### src/hw/rtl/crm_pkg.sv
// ----------------------------------------------------------------------------
// crm_pkg
// Shared types and constants for the camera readout monitor: item and result
// payloads, monitor mode encoding, event codes and register map.
// ----------------------------------------------------------------------------
package crm_pkg;

    localparam int ADDR_W = 5;
    localparam int DATA_W = 32;

    // request kinds carried in the func field
    localparam logic [1:0] FUNC_TICK    = 2'd0;
    localparam logic [1:0] FUNC_START   = 2'd1;
    localparam logic [1:0] FUNC_STOP    = 2'd2;
    localparam logic [1:0] FUNC_TRIGGER = 2'd3;

    // event codes
    localparam logic [2:0] EV_IDLE     = 3'd0;
    localparam logic [2:0] EV_WAITING  = 3'd1;
    localparam logic [2:0] EV_ALIGN    = 3'd2;
    localparam logic [2:0] EV_READOUT  = 3'd3;
    localparam logic [2:0] EV_EXPOSING = 3'd4;

    // monitor state codes as reported
    localparam logic [1:0] MS_IDLE  = 2'd0;
    localparam logic [1:0] MS_START = 2'd1;
    localparam logic [1:0] MS_ACQ   = 2'd2;
    localparam logic [1:0] MS_STOP  = 2'd3;

    // register indexes (byte address = 4 * index)
    localparam logic [2:0] REG_DEBOUNCE = 3'd0;
    localparam logic [2:0] REG_STARTUP  = 3'd1;
    localparam logic [2:0] REG_READOUT  = 3'd2;
    localparam logic [2:0] REG_SHUTDOWN = 3'd3;
    localparam logic [2:0] REG_PULSE    = 3'd4;
    localparam logic [2:0] REG_SUPPRESS = 3'd5;

    // register reset values
    localparam logic [15:0] DEBOUNCE_RST = 16'd5;
    localparam logic [15:0] STARTUP_RST  = 16'hFFFF;
    localparam logic [15:0] READOUT_RST  = 16'h7A11;
    localparam logic [15:0] SHUTDOWN_RST = 16'h2625;
    localparam logic [7:0]  PULSE_RST    = 8'd5;
    localparam logic [15:0] SUPPRESS_RST = 16'd500;

    typedef enum logic [3:0] {
        MODE_IDLE  = 4'b0001,
        MODE_START = 4'b0010,
        MODE_ACQ   = 4'b0100,
        MODE_STOP  = 4'b1000
    } mode_t;

    typedef struct packed {
        logic [1:0]  func;
        logic        camera_line;
        logic        line_watch;
        logic        highres_mode;
        logic [15:0] exposure_ms;
    } item_t;

    typedef struct packed {
        logic       trigger_out;
        logic       event_valid;
        logic [2:0] event_code;
        logic       stop_flag;
        logic       busy_status;
        logic [1:0] monitor_state;
    } result_t;

    function automatic logic [1:0] mode_code(input mode_t m);
        logic [1:0] c;
        c = MS_IDLE;
        case (m)
            MODE_IDLE:  c = MS_IDLE;
            MODE_START: c = MS_START;
            MODE_ACQ:   c = MS_ACQ;
            MODE_STOP:  c = MS_STOP;
            default:    c = MS_IDLE;
        endcase
        return c;
    endfunction

endpackage

### src/hw/rtl/camera_readout_monitor_top.sv
// ----------------------------------------------------------------------------
// camera_readout_monitor_top
// Camera acquisition monitor: debounces the camera busy line or simulates
// camera delays, tracks the acquisition mode and drives the trigger pulse.
//
//   channel  | direction | handshake                   | payload
//   ---------+-----------+-----------------------------+------------------
//   item     | in        | item_valid / item_ready     | crm_pkg::item_t
//   result   | out       | result_valid / result_ready | crm_pkg::result_t
//   apb      | in/out    | psel, penable, pready       | paddr, pwdata, prdata
//
// One item per cycle while item_ready is high: an item's state update and
// result are decided in its transfer cycle and go to a two-entry result queue.
// item_ready is low only while both queue entries hold untaken results.
// rst_n clears the monitor state, the queue and loads register defaults.
// A stalled result stays at the head of the queue unchanged.
// ----------------------------------------------------------------------------
module camera_readout_monitor_top (
    input  logic                       clk,
    input  logic                       rst_n,
    input  logic                       item_valid,
    output logic                       item_ready,
    input  crm_pkg::item_t             item,
    output logic                       result_valid,
    input  logic                       result_ready,
    output crm_pkg::result_t           result,
    input  logic                       psel,
    input  logic                       penable,
    input  logic                       pwrite,
    input  logic [crm_pkg::ADDR_W-1:0] paddr,
    input  logic [crm_pkg::DATA_W-1:0] pwdata,
    output logic [crm_pkg::DATA_W-1:0] prdata,
    output logic                       pready
);
    import crm_pkg::*;

    // configuration
    logic [15:0] debounce_reg, startup_reg, readout_reg, shutdown_reg, suppress_reg;
    logic [7:0]  pulse_ticks_reg;
    logic [2:0]  reg_idx;
    logic        cfg_wr;

    assign pready  = 1'b1;
    assign reg_idx = paddr[4:2];
    assign cfg_wr  = psel && penable && pwrite && pready;

    always_ff @(posedge clk or negedge rst_n)
    begin
        if (!rst_n)
        begin
            debounce_reg    <= DEBOUNCE_RST;
            startup_reg     <= STARTUP_RST;
            readout_reg     <= READOUT_RST;
            shutdown_reg    <= SHUTDOWN_RST;
            pulse_ticks_reg <= PULSE_RST;
            suppress_reg    <= SUPPRESS_RST;
        end
        else if (cfg_wr)
        begin
            case (reg_idx)
                REG_DEBOUNCE: debounce_reg    <= pwdata[15:0];
                REG_STARTUP:  startup_reg     <= pwdata[15:0];
                REG_READOUT:  readout_reg     <= pwdata[15:0];
                REG_SHUTDOWN: shutdown_reg    <= pwdata[15:0];
                REG_PULSE:    pulse_ticks_reg <= pwdata[7:0];
                REG_SUPPRESS: suppress_reg    <= pwdata[15:0];
                default: ;
            endcase
        end
    end

    always_comb
    begin
        case (reg_idx)
            REG_DEBOUNCE: prdata = {16'd0, debounce_reg};
            REG_STARTUP:  prdata = {16'd0, startup_reg};
            REG_READOUT:  prdata = {16'd0, readout_reg};
            REG_SHUTDOWN: prdata = {16'd0, shutdown_reg};
            REG_PULSE:    prdata = {24'd0, pulse_ticks_reg};
            REG_SUPPRESS: prdata = {16'd0, suppress_reg};
            default:      prdata = '0;
        endcase
    end

    // monitor state
    mode_t       mode_reg, mode_next;
    logic        busy_reg, busy_next;
    logic        watch_reg, watch_next;
    logic [15:0] delay_reg, delay_next;
    logic        running_reg, running_next;
    logic [7:0]  pulse_cnt_reg, pulse_cnt_next;
    logic        pulse_lvl_reg, pulse_lvl_next;
    result_t     res;

    logic [1:0]  q_cnt_reg, q_cnt_next;
    result_t     q0_reg, q0_next, q1_reg, q1_next;
    logic        push, pop;

    assign item_ready   = (q_cnt_reg != 2'd2);
    assign result_valid = (q_cnt_reg != 2'd0);
    assign result       = q0_reg;
    assign push         = item_valid && item_ready;
    assign pop          = result_valid && result_ready;

    always_comb
    begin
        logic       supp;
        logic       tgt;
        logic [7:0] pc;

        mode_next      = mode_reg;
        busy_next      = busy_reg;
        watch_next     = watch_reg;
        delay_next     = delay_reg;
        running_next   = running_reg;
        pulse_cnt_next = pulse_cnt_reg;
        pulse_lvl_next = pulse_lvl_reg;
        res            = '0;
        supp = item.highres_mode && (item.exposure_ms < suppress_reg);
        tgt  = watch_reg && item.camera_line;
        pc   = pulse_cnt_reg + 8'd1;

        case (item.func)
            FUNC_TICK:
            begin
                // advance the trigger pulse
                if (pulse_lvl_reg)
                begin
                    if (pc >= pulse_ticks_reg || pc == 8'd0)
                    begin
                        pulse_lvl_next = 1'b0;
                        pulse_cnt_next = 8'd0;
                    end
                    else
                        pulse_cnt_next = pc;
                end
                // run the countdown, commit status on expiry
                if (running_reg)
                begin
                    if (delay_reg <= 16'd1)
                    begin
                        running_next = 1'b0;
                        delay_next   = 16'd0;
                        if (tgt != busy_reg)
                        begin
                            busy_next = tgt;
                            case (mode_reg)
                                MODE_START:
                                begin
                                    mode_next       = MODE_ACQ;
                                    res.event_valid = 1'b1;
                                    res.event_code  = EV_ALIGN;
                                end
                                MODE_ACQ:
                                begin
                                    if (!supp)
                                    begin
                                        res.event_valid = 1'b1;
                                        res.event_code  = tgt ? EV_READOUT : EV_EXPOSING;
                                    end
                                end
                                MODE_STOP:
                                begin
                                    res.stop_flag   = 1'b1;
                                    res.event_valid = 1'b1;
                                    res.event_code  = EV_IDLE;
                                end
                                default: ;
                            endcase
                        end
                    end
                    else
                        delay_next = delay_reg - 16'd1;
                end
                // sample the line: start or shorten the debounce
                if (watch_reg && item.camera_line != busy_next)
                begin
                    if (!running_next)
                    begin
                        delay_next   = debounce_reg;
                        running_next = 1'b1;
                    end
                    else if (delay_next > debounce_reg)
                        delay_next = debounce_reg;
                end
            end
            FUNC_START:
            begin
                watch_next      = item.line_watch;
                mode_next       = MODE_START;
                res.event_valid = 1'b1;
                res.event_code  = EV_WAITING;
                if (!item.line_watch)
                begin
                    busy_next    = 1'b1;
                    delay_next   = startup_reg;
                    running_next = 1'b1;
                end
            end
            FUNC_STOP:
            begin
                res.event_valid = 1'b1;
                if (!busy_reg)
                begin
                    mode_next      = MODE_IDLE;
                    res.stop_flag  = 1'b1;
                    res.event_code = EV_IDLE;
                end
                else
                begin
                    mode_next      = MODE_STOP;
                    res.event_code = EV_WAITING;
                    if (!watch_reg)
                    begin
                        busy_next    = 1'b1;
                        delay_next   = shutdown_reg;
                        running_next = 1'b1;
                    end
                end
            end
            default:
            begin
                // readout trigger: restart the pulse
                pulse_lvl_next = 1'b1;
                pulse_cnt_next = 8'd0;
                if (!supp && !watch_reg)
                begin
                    res.event_valid = 1'b1;
                    res.event_code  = EV_READOUT;
                    busy_next       = 1'b1;
                    delay_next      = readout_reg;
                    running_next    = 1'b1;
                end
            end
        endcase

        res.trigger_out   = pulse_lvl_next;
        res.busy_status   = busy_next;
        res.monitor_state = mode_code(mode_next);
    end

    // result queue
    always_comb
    begin
        logic [1:0] left;

        q0_next    = q0_reg;
        q1_next    = q1_reg;
        q_cnt_next = q_cnt_reg;
        left       = q_cnt_reg - {1'b0, pop};

        if (pop)
            q0_next = q1_reg;
        if (push)
        begin
            if (left == 2'd0)
                q0_next = res;
            else
                q1_next = res;
        end
        q_cnt_next = left + {1'b0, push};
    end

    always_ff @(posedge clk or negedge rst_n)
    begin
        if (!rst_n)
        begin
            mode_reg      <= MODE_IDLE;
            busy_reg      <= 1'b0;
            watch_reg     <= 1'b1;
            delay_reg     <= 16'd0;
            running_reg   <= 1'b0;
            pulse_cnt_reg <= 8'd0;
            pulse_lvl_reg <= 1'b0;
            q_cnt_reg     <= 2'd0;
        end
        else
        begin
            q_cnt_reg <= q_cnt_next;
            if (push)
            begin
                mode_reg      <= mode_next;
                busy_reg      <= busy_next;
                watch_reg     <= watch_next;
                delay_reg     <= delay_next;
                running_reg   <= running_next;
                pulse_cnt_reg <= pulse_cnt_next;
                pulse_lvl_reg <= pulse_lvl_next;
            end
        end
    end

    always_ff @(posedge clk)
    begin
        q0_reg <= q0_next;
        q1_reg <= q1_next;
    end

endmodule

### config.mk
export PLATFORM = sky130hd
export DESIGN_NAME = camera_readout_monitor_top
export DESIGN_NICKNAME = d
export VERILOG_FILES = /design/src/hw/rtl/crm_pkg.sv /design/src/hw/rtl/camera_readout_monitor_top.sv
export SDC_FILE = /design/constraint.sdc
export NUM_CORES = 1
export LEC_CHECK = 0
export ABC_AREA = 1
export BUFFER_PORTS_ARGS = -buffer_cell sky130_fd_sc_hd__buf_4
export CAP_MARGIN = 0
export CORE_MARGIN = 4
export CORE_UTILIZATION = 35
export DETAILED_ROUTE_END_ITERATION = 8
export PLACE_DENSITY = 0.62
export SLEW_MARGIN = 20
export SYNTH_ARGS = -nofsm -noshare
export SYNTH_HDL_FRONTEND = slang
export SYNTH_SLANG_ARGS = --single-unit
export TNS_END_PERCENT = 10
### constraint.sdc
create_clock -name clk -period 5.3 [get_ports clk]
set_clock_uncertainty 0.15 [all_clocks]
set_input_delay 0.795 -clock clk [delete_from_list [all_inputs] [get_ports clk]]
set_output_delay 0.795 -clock clk [all_outputs]
set_load 0.02 [all_outputs]
==> results.toml <==
[sta]
slew_headroom_pct = 24.41
maxSlewViolCount = 0
final.min_clock_period_ns = 3.575
post-route-period-util_pct = 67.44
tightest_slew_ns = 1.134
fmax_mhz = 279.8
grt_setup_unrepaired = "no"
setup_violations = 0
final_hold_viol_count = 0
setup_tns_ns = 0

[grt]
use_met1_pct = 24.14
track_usage_pct = 17.18
met2_usage_pct = 27.71
overflow = 0
grt_busiest_layer = "met2"
antenna_found_initial = 0
grt_use_met3_pct = 2.726
grt_max_degree = 74
grt_pass1_wl_um = 39480
grt_pass1_vias = 7708

[critical_path]
cp.buffers_inverters = 1
critPathMaxStageDelay_ns = 0.82
critPathSlowestCell = "dfrtp_1"
critPathKind = "reg -> reg"
cpMostUsedCell = "nand2_1"
rrSetupSlack_ns = 1.73
crit_family = "simple AND/OR/NAND/NOR gates"
required_ns = 5.51
rr_endpoint = "delay_reg[10]"
path_cells = "nand2_1 -> nor3_1 -> nand4_1 -> nand3_1 -> inv_1 -> ha_1 -> nand4_1 -> nor2_1 -> nand2_1 -> nand2_1 -> nand2_1 -> nand2_4 -> nand3_4 -> nand2_1 -> nand3_1 -> nand2_1 -> nand2_1 -> nand2_1"
cp-start-kind = "register"
crit_arrival_ns = 3.79
worstSetupEndpointType = "register"
r2r-start = "running_reg"
rr_worst_depth = 18
crit_fanout = 19

[routing]
wl_per_cell_um = 15.42
route.vias.total = 7921
routed_wl_um = 24010
drc = 0
drt_pre_antenna_iters = 5
initialDrtViolationCount = 703
antenna_left = 0
viasPerCell = 5.087

[floorplanning]
die_h_um = 166.5
die_w_um = 166.5
rows = 57
core_area_um2 = 24530
ios = 109
die_area_um2 = 27730
start_util_pct = 35.85

[logic_synthesis]
synthArstFlopShare_pct = 87.14
synthCells = 1164
ys_types = 53
synth_top_family_by_area = "simple AND/OR/NAND/NOR gates"
syn_area_um2 = 8796
synthFlopType = "dfrtp_1"
synth_compound_area_share_pct = 14.42
yosysSeqAreaShare_pct = 40.41
synth_edf_count = 9
synthXorXnorAreaFrac_pct = 1.294
avgSynthCellArea_um2 = 7.557
ys_warn_count = 0
synth_fa_ha_area_share_pct = 6.828
ys_ff_latch = 140
synthSimpleGateAreaFrac_pct = 27.37
synth_mux_area_share_pct = 0

[finish]
area_growth_pct = 15.49
finish.utilization_pct = 41.41
drive_above_1_share_pct = 15.65
layout.cells.non_filler = 1557
diodes = 0
fin_nets = 1333

[worst_hold_path]
holdCritPathClass = "reg -> reg"
hold_depth = 2
hold_start = "debounce_reg[5]"
holdPathEnd = "debounce_reg[5]"

[clocking]
hold_buffers = 0
ctsLongestPathBuffers = 2
post_cts_buffers = 0
clock-sinks = 140
cts_made_buffers = 17
clk_pin_slew_ns = 0.06
clk_latency_ns = 0.43
h-tree-depth = 4
cts-resized-gates = 0
cts_root_buf = "clkbuf_16"
tritoncts = "yes"

[power_and_ir_drop]
cellPowerDensity_nw_per_um2 = 482.9
power.leakage_nw = 5.056
power_w = 0.004905
ir_worst_vdd_v = 0.0002501

[placed_design]
dp.cells = 1524
place_congestion = 0.8556
dp_hpwl_um = 17450
port_buffers = 73

[run_status]
outcome = "finished clean"

[run]
max_cap_violations = 0
-- stage by stage --
| stage | cell area, µm² | hold slack, ns | setup slack (ns) |
|---|---|---|---|
| 2_1_floorplan | 8852 | 0.3030 | 2.292 |
| 3_3_place_gp | 9560 | 0.3157 | 1.803 |
| 3_5_place_dp | 9560 | 0.3233 | 1.743 |
| 4_1_cts | 10150 | 0.3390 | 1.730 |
| 5_1_grt | 10160 | 0.3527 | 1.365 |
| 6_report | 10160 | 0.3347 | 1.725 |
-- metal layers --
layer  share of wire, %  wire (µm)
met5                  0          0
met4                1.5        349
met3                5.3       1278
met2                 46      10950
met1                 48      11430
-- placed cells by master (no fill, tap or decap), drive strengths merged --
cell      netlist  layout
a31oi           1       1
o2111ai         1       1
xnor2           3       3
nand3          57      57
clkinvlp        0       2
a21oi          19      19
nor3           17      17
buf            29      83
a221oi         25      25
a21o            3       3
clkbuf         33      18
dfrtp          81      81
and2            1       1
xor2           10      10
dfxtp           9       9
o21a            1       1
dfstp          41      41
or2             1       1
a221o           5       5
edfxtp          9       9
o221ai          5       5
conb            2      17
nand2         354     354
o22ai           3       3
inv           135     140
nor4            3       3
nand4          29      29
clkinv          4      10
a211oi          4       4
nand3b          2       2
nor2           85      85
ha             48      48
a22oi          11      11
o21ai         130     130
bufinv          0       2
or3             1       1
o211ai          2       2
-- where the power goes --
group          total, W  internal (W)  switching [W]
Clock           0.00120      0.000701       0.000502
Combinational   0.00201      0.000725        0.00129
Sequential      0.00169       0.00142       0.000268
Total           0.00491       0.00285        0.00206
-- layout make-up --
class | count | area (µm²)
inverters | 139 | 523.0
well taps | 324 | 405.4
repair buffers | 84 | 630.6
multi-input cells | 838 | 4457
clock inverters | 15 | 162.7
clock buffers | 17 | 425.4
fillers | 2568 | 14380
flip-flops and latches | 140 | 3555
-- how the worst max path moves through the flow --
stage	from	endpoint	slack, ns	depth (start not counted)
final	running_reg	delay_reg[10]	1.73	18
after CTS	running_reg	delay_reg[10]	1.73	18
after detailed placement	running_reg	delay_reg[10]	1.74	18
after floorplan	paddr[4]	prdata[0]	2.29	7
after global placement	running_reg	delay_reg[12]	1.80	18
after global routing	delay_reg[0]	delay_reg[10]	1.36	22
-- kinds of logic (layout without fill, tap and decap cells) --
logic type	count (synthesis)	in the layout
compound gates	210	210
xor+xnor	13	13
fa+ha+maj	48	48
buf+inv	201	255
flops	140	140
other cells	2	17
simple gates	550	550
-- cells in the mapped netlist, types with 4 or more instances --
| master | count | share of area [%] |
|---|---|---|
| xor2_1 | 10 | 1.0 |
| clkbuf_1 | 32 | 1.4 |
| a221oi_1 | 25 | 2.5 |
| inv_1 | 131 | 5.6 |
| nand2_2 | 4 | 0.28 |
| nor2_2 | 6 | 0.43 |
| o221ai_1 | 5 | 0.50 |
| nor2_4 | 5 | 0.64 |
| ha_1 | 48 | 6.8 |
| nor2_1 | 74 | 3.2 |
| inv_2 | 4 | 0.17 |
| a21oi_1 | 17 | 0.97 |
| nor3_2 | 5 | 0.57 |
| buf_2 | 9 | 0.51 |
| buf_4 | 18 | 1.5 |
| nand4_1 | 27 | 1.9 |
| dfxtp_1 | 9 | 2.0 |
| nand2_1 | 349 | 15 |
| nand3_1 | 54 | 3.1 |
| dfrtp_1 | 81 | 23 |
| edfxtp_1 | 9 | 3.1 |
| a211oi_1 | 4 | 0.34 |
| a221o_1 | 5 | 0.57 |
| dfstp_2 | 41 | 12 |
| a22oi_1 | 11 | 0.94 |
| o21ai_0 | 126 | 7.2 |
| nor3_1 | 12 | 0.68 |
-- worst reg2reg max path: cells and delay by family, from the launching register on --
family | cells | cell delay, ns
simple gates | 16 | 2.20
buf+inv | 1 | 0.06
fa+ha+maj | 1 | 0.30
flops | 1 | 0.82
No activity file was read; power rests on OpenSTA's default activity.
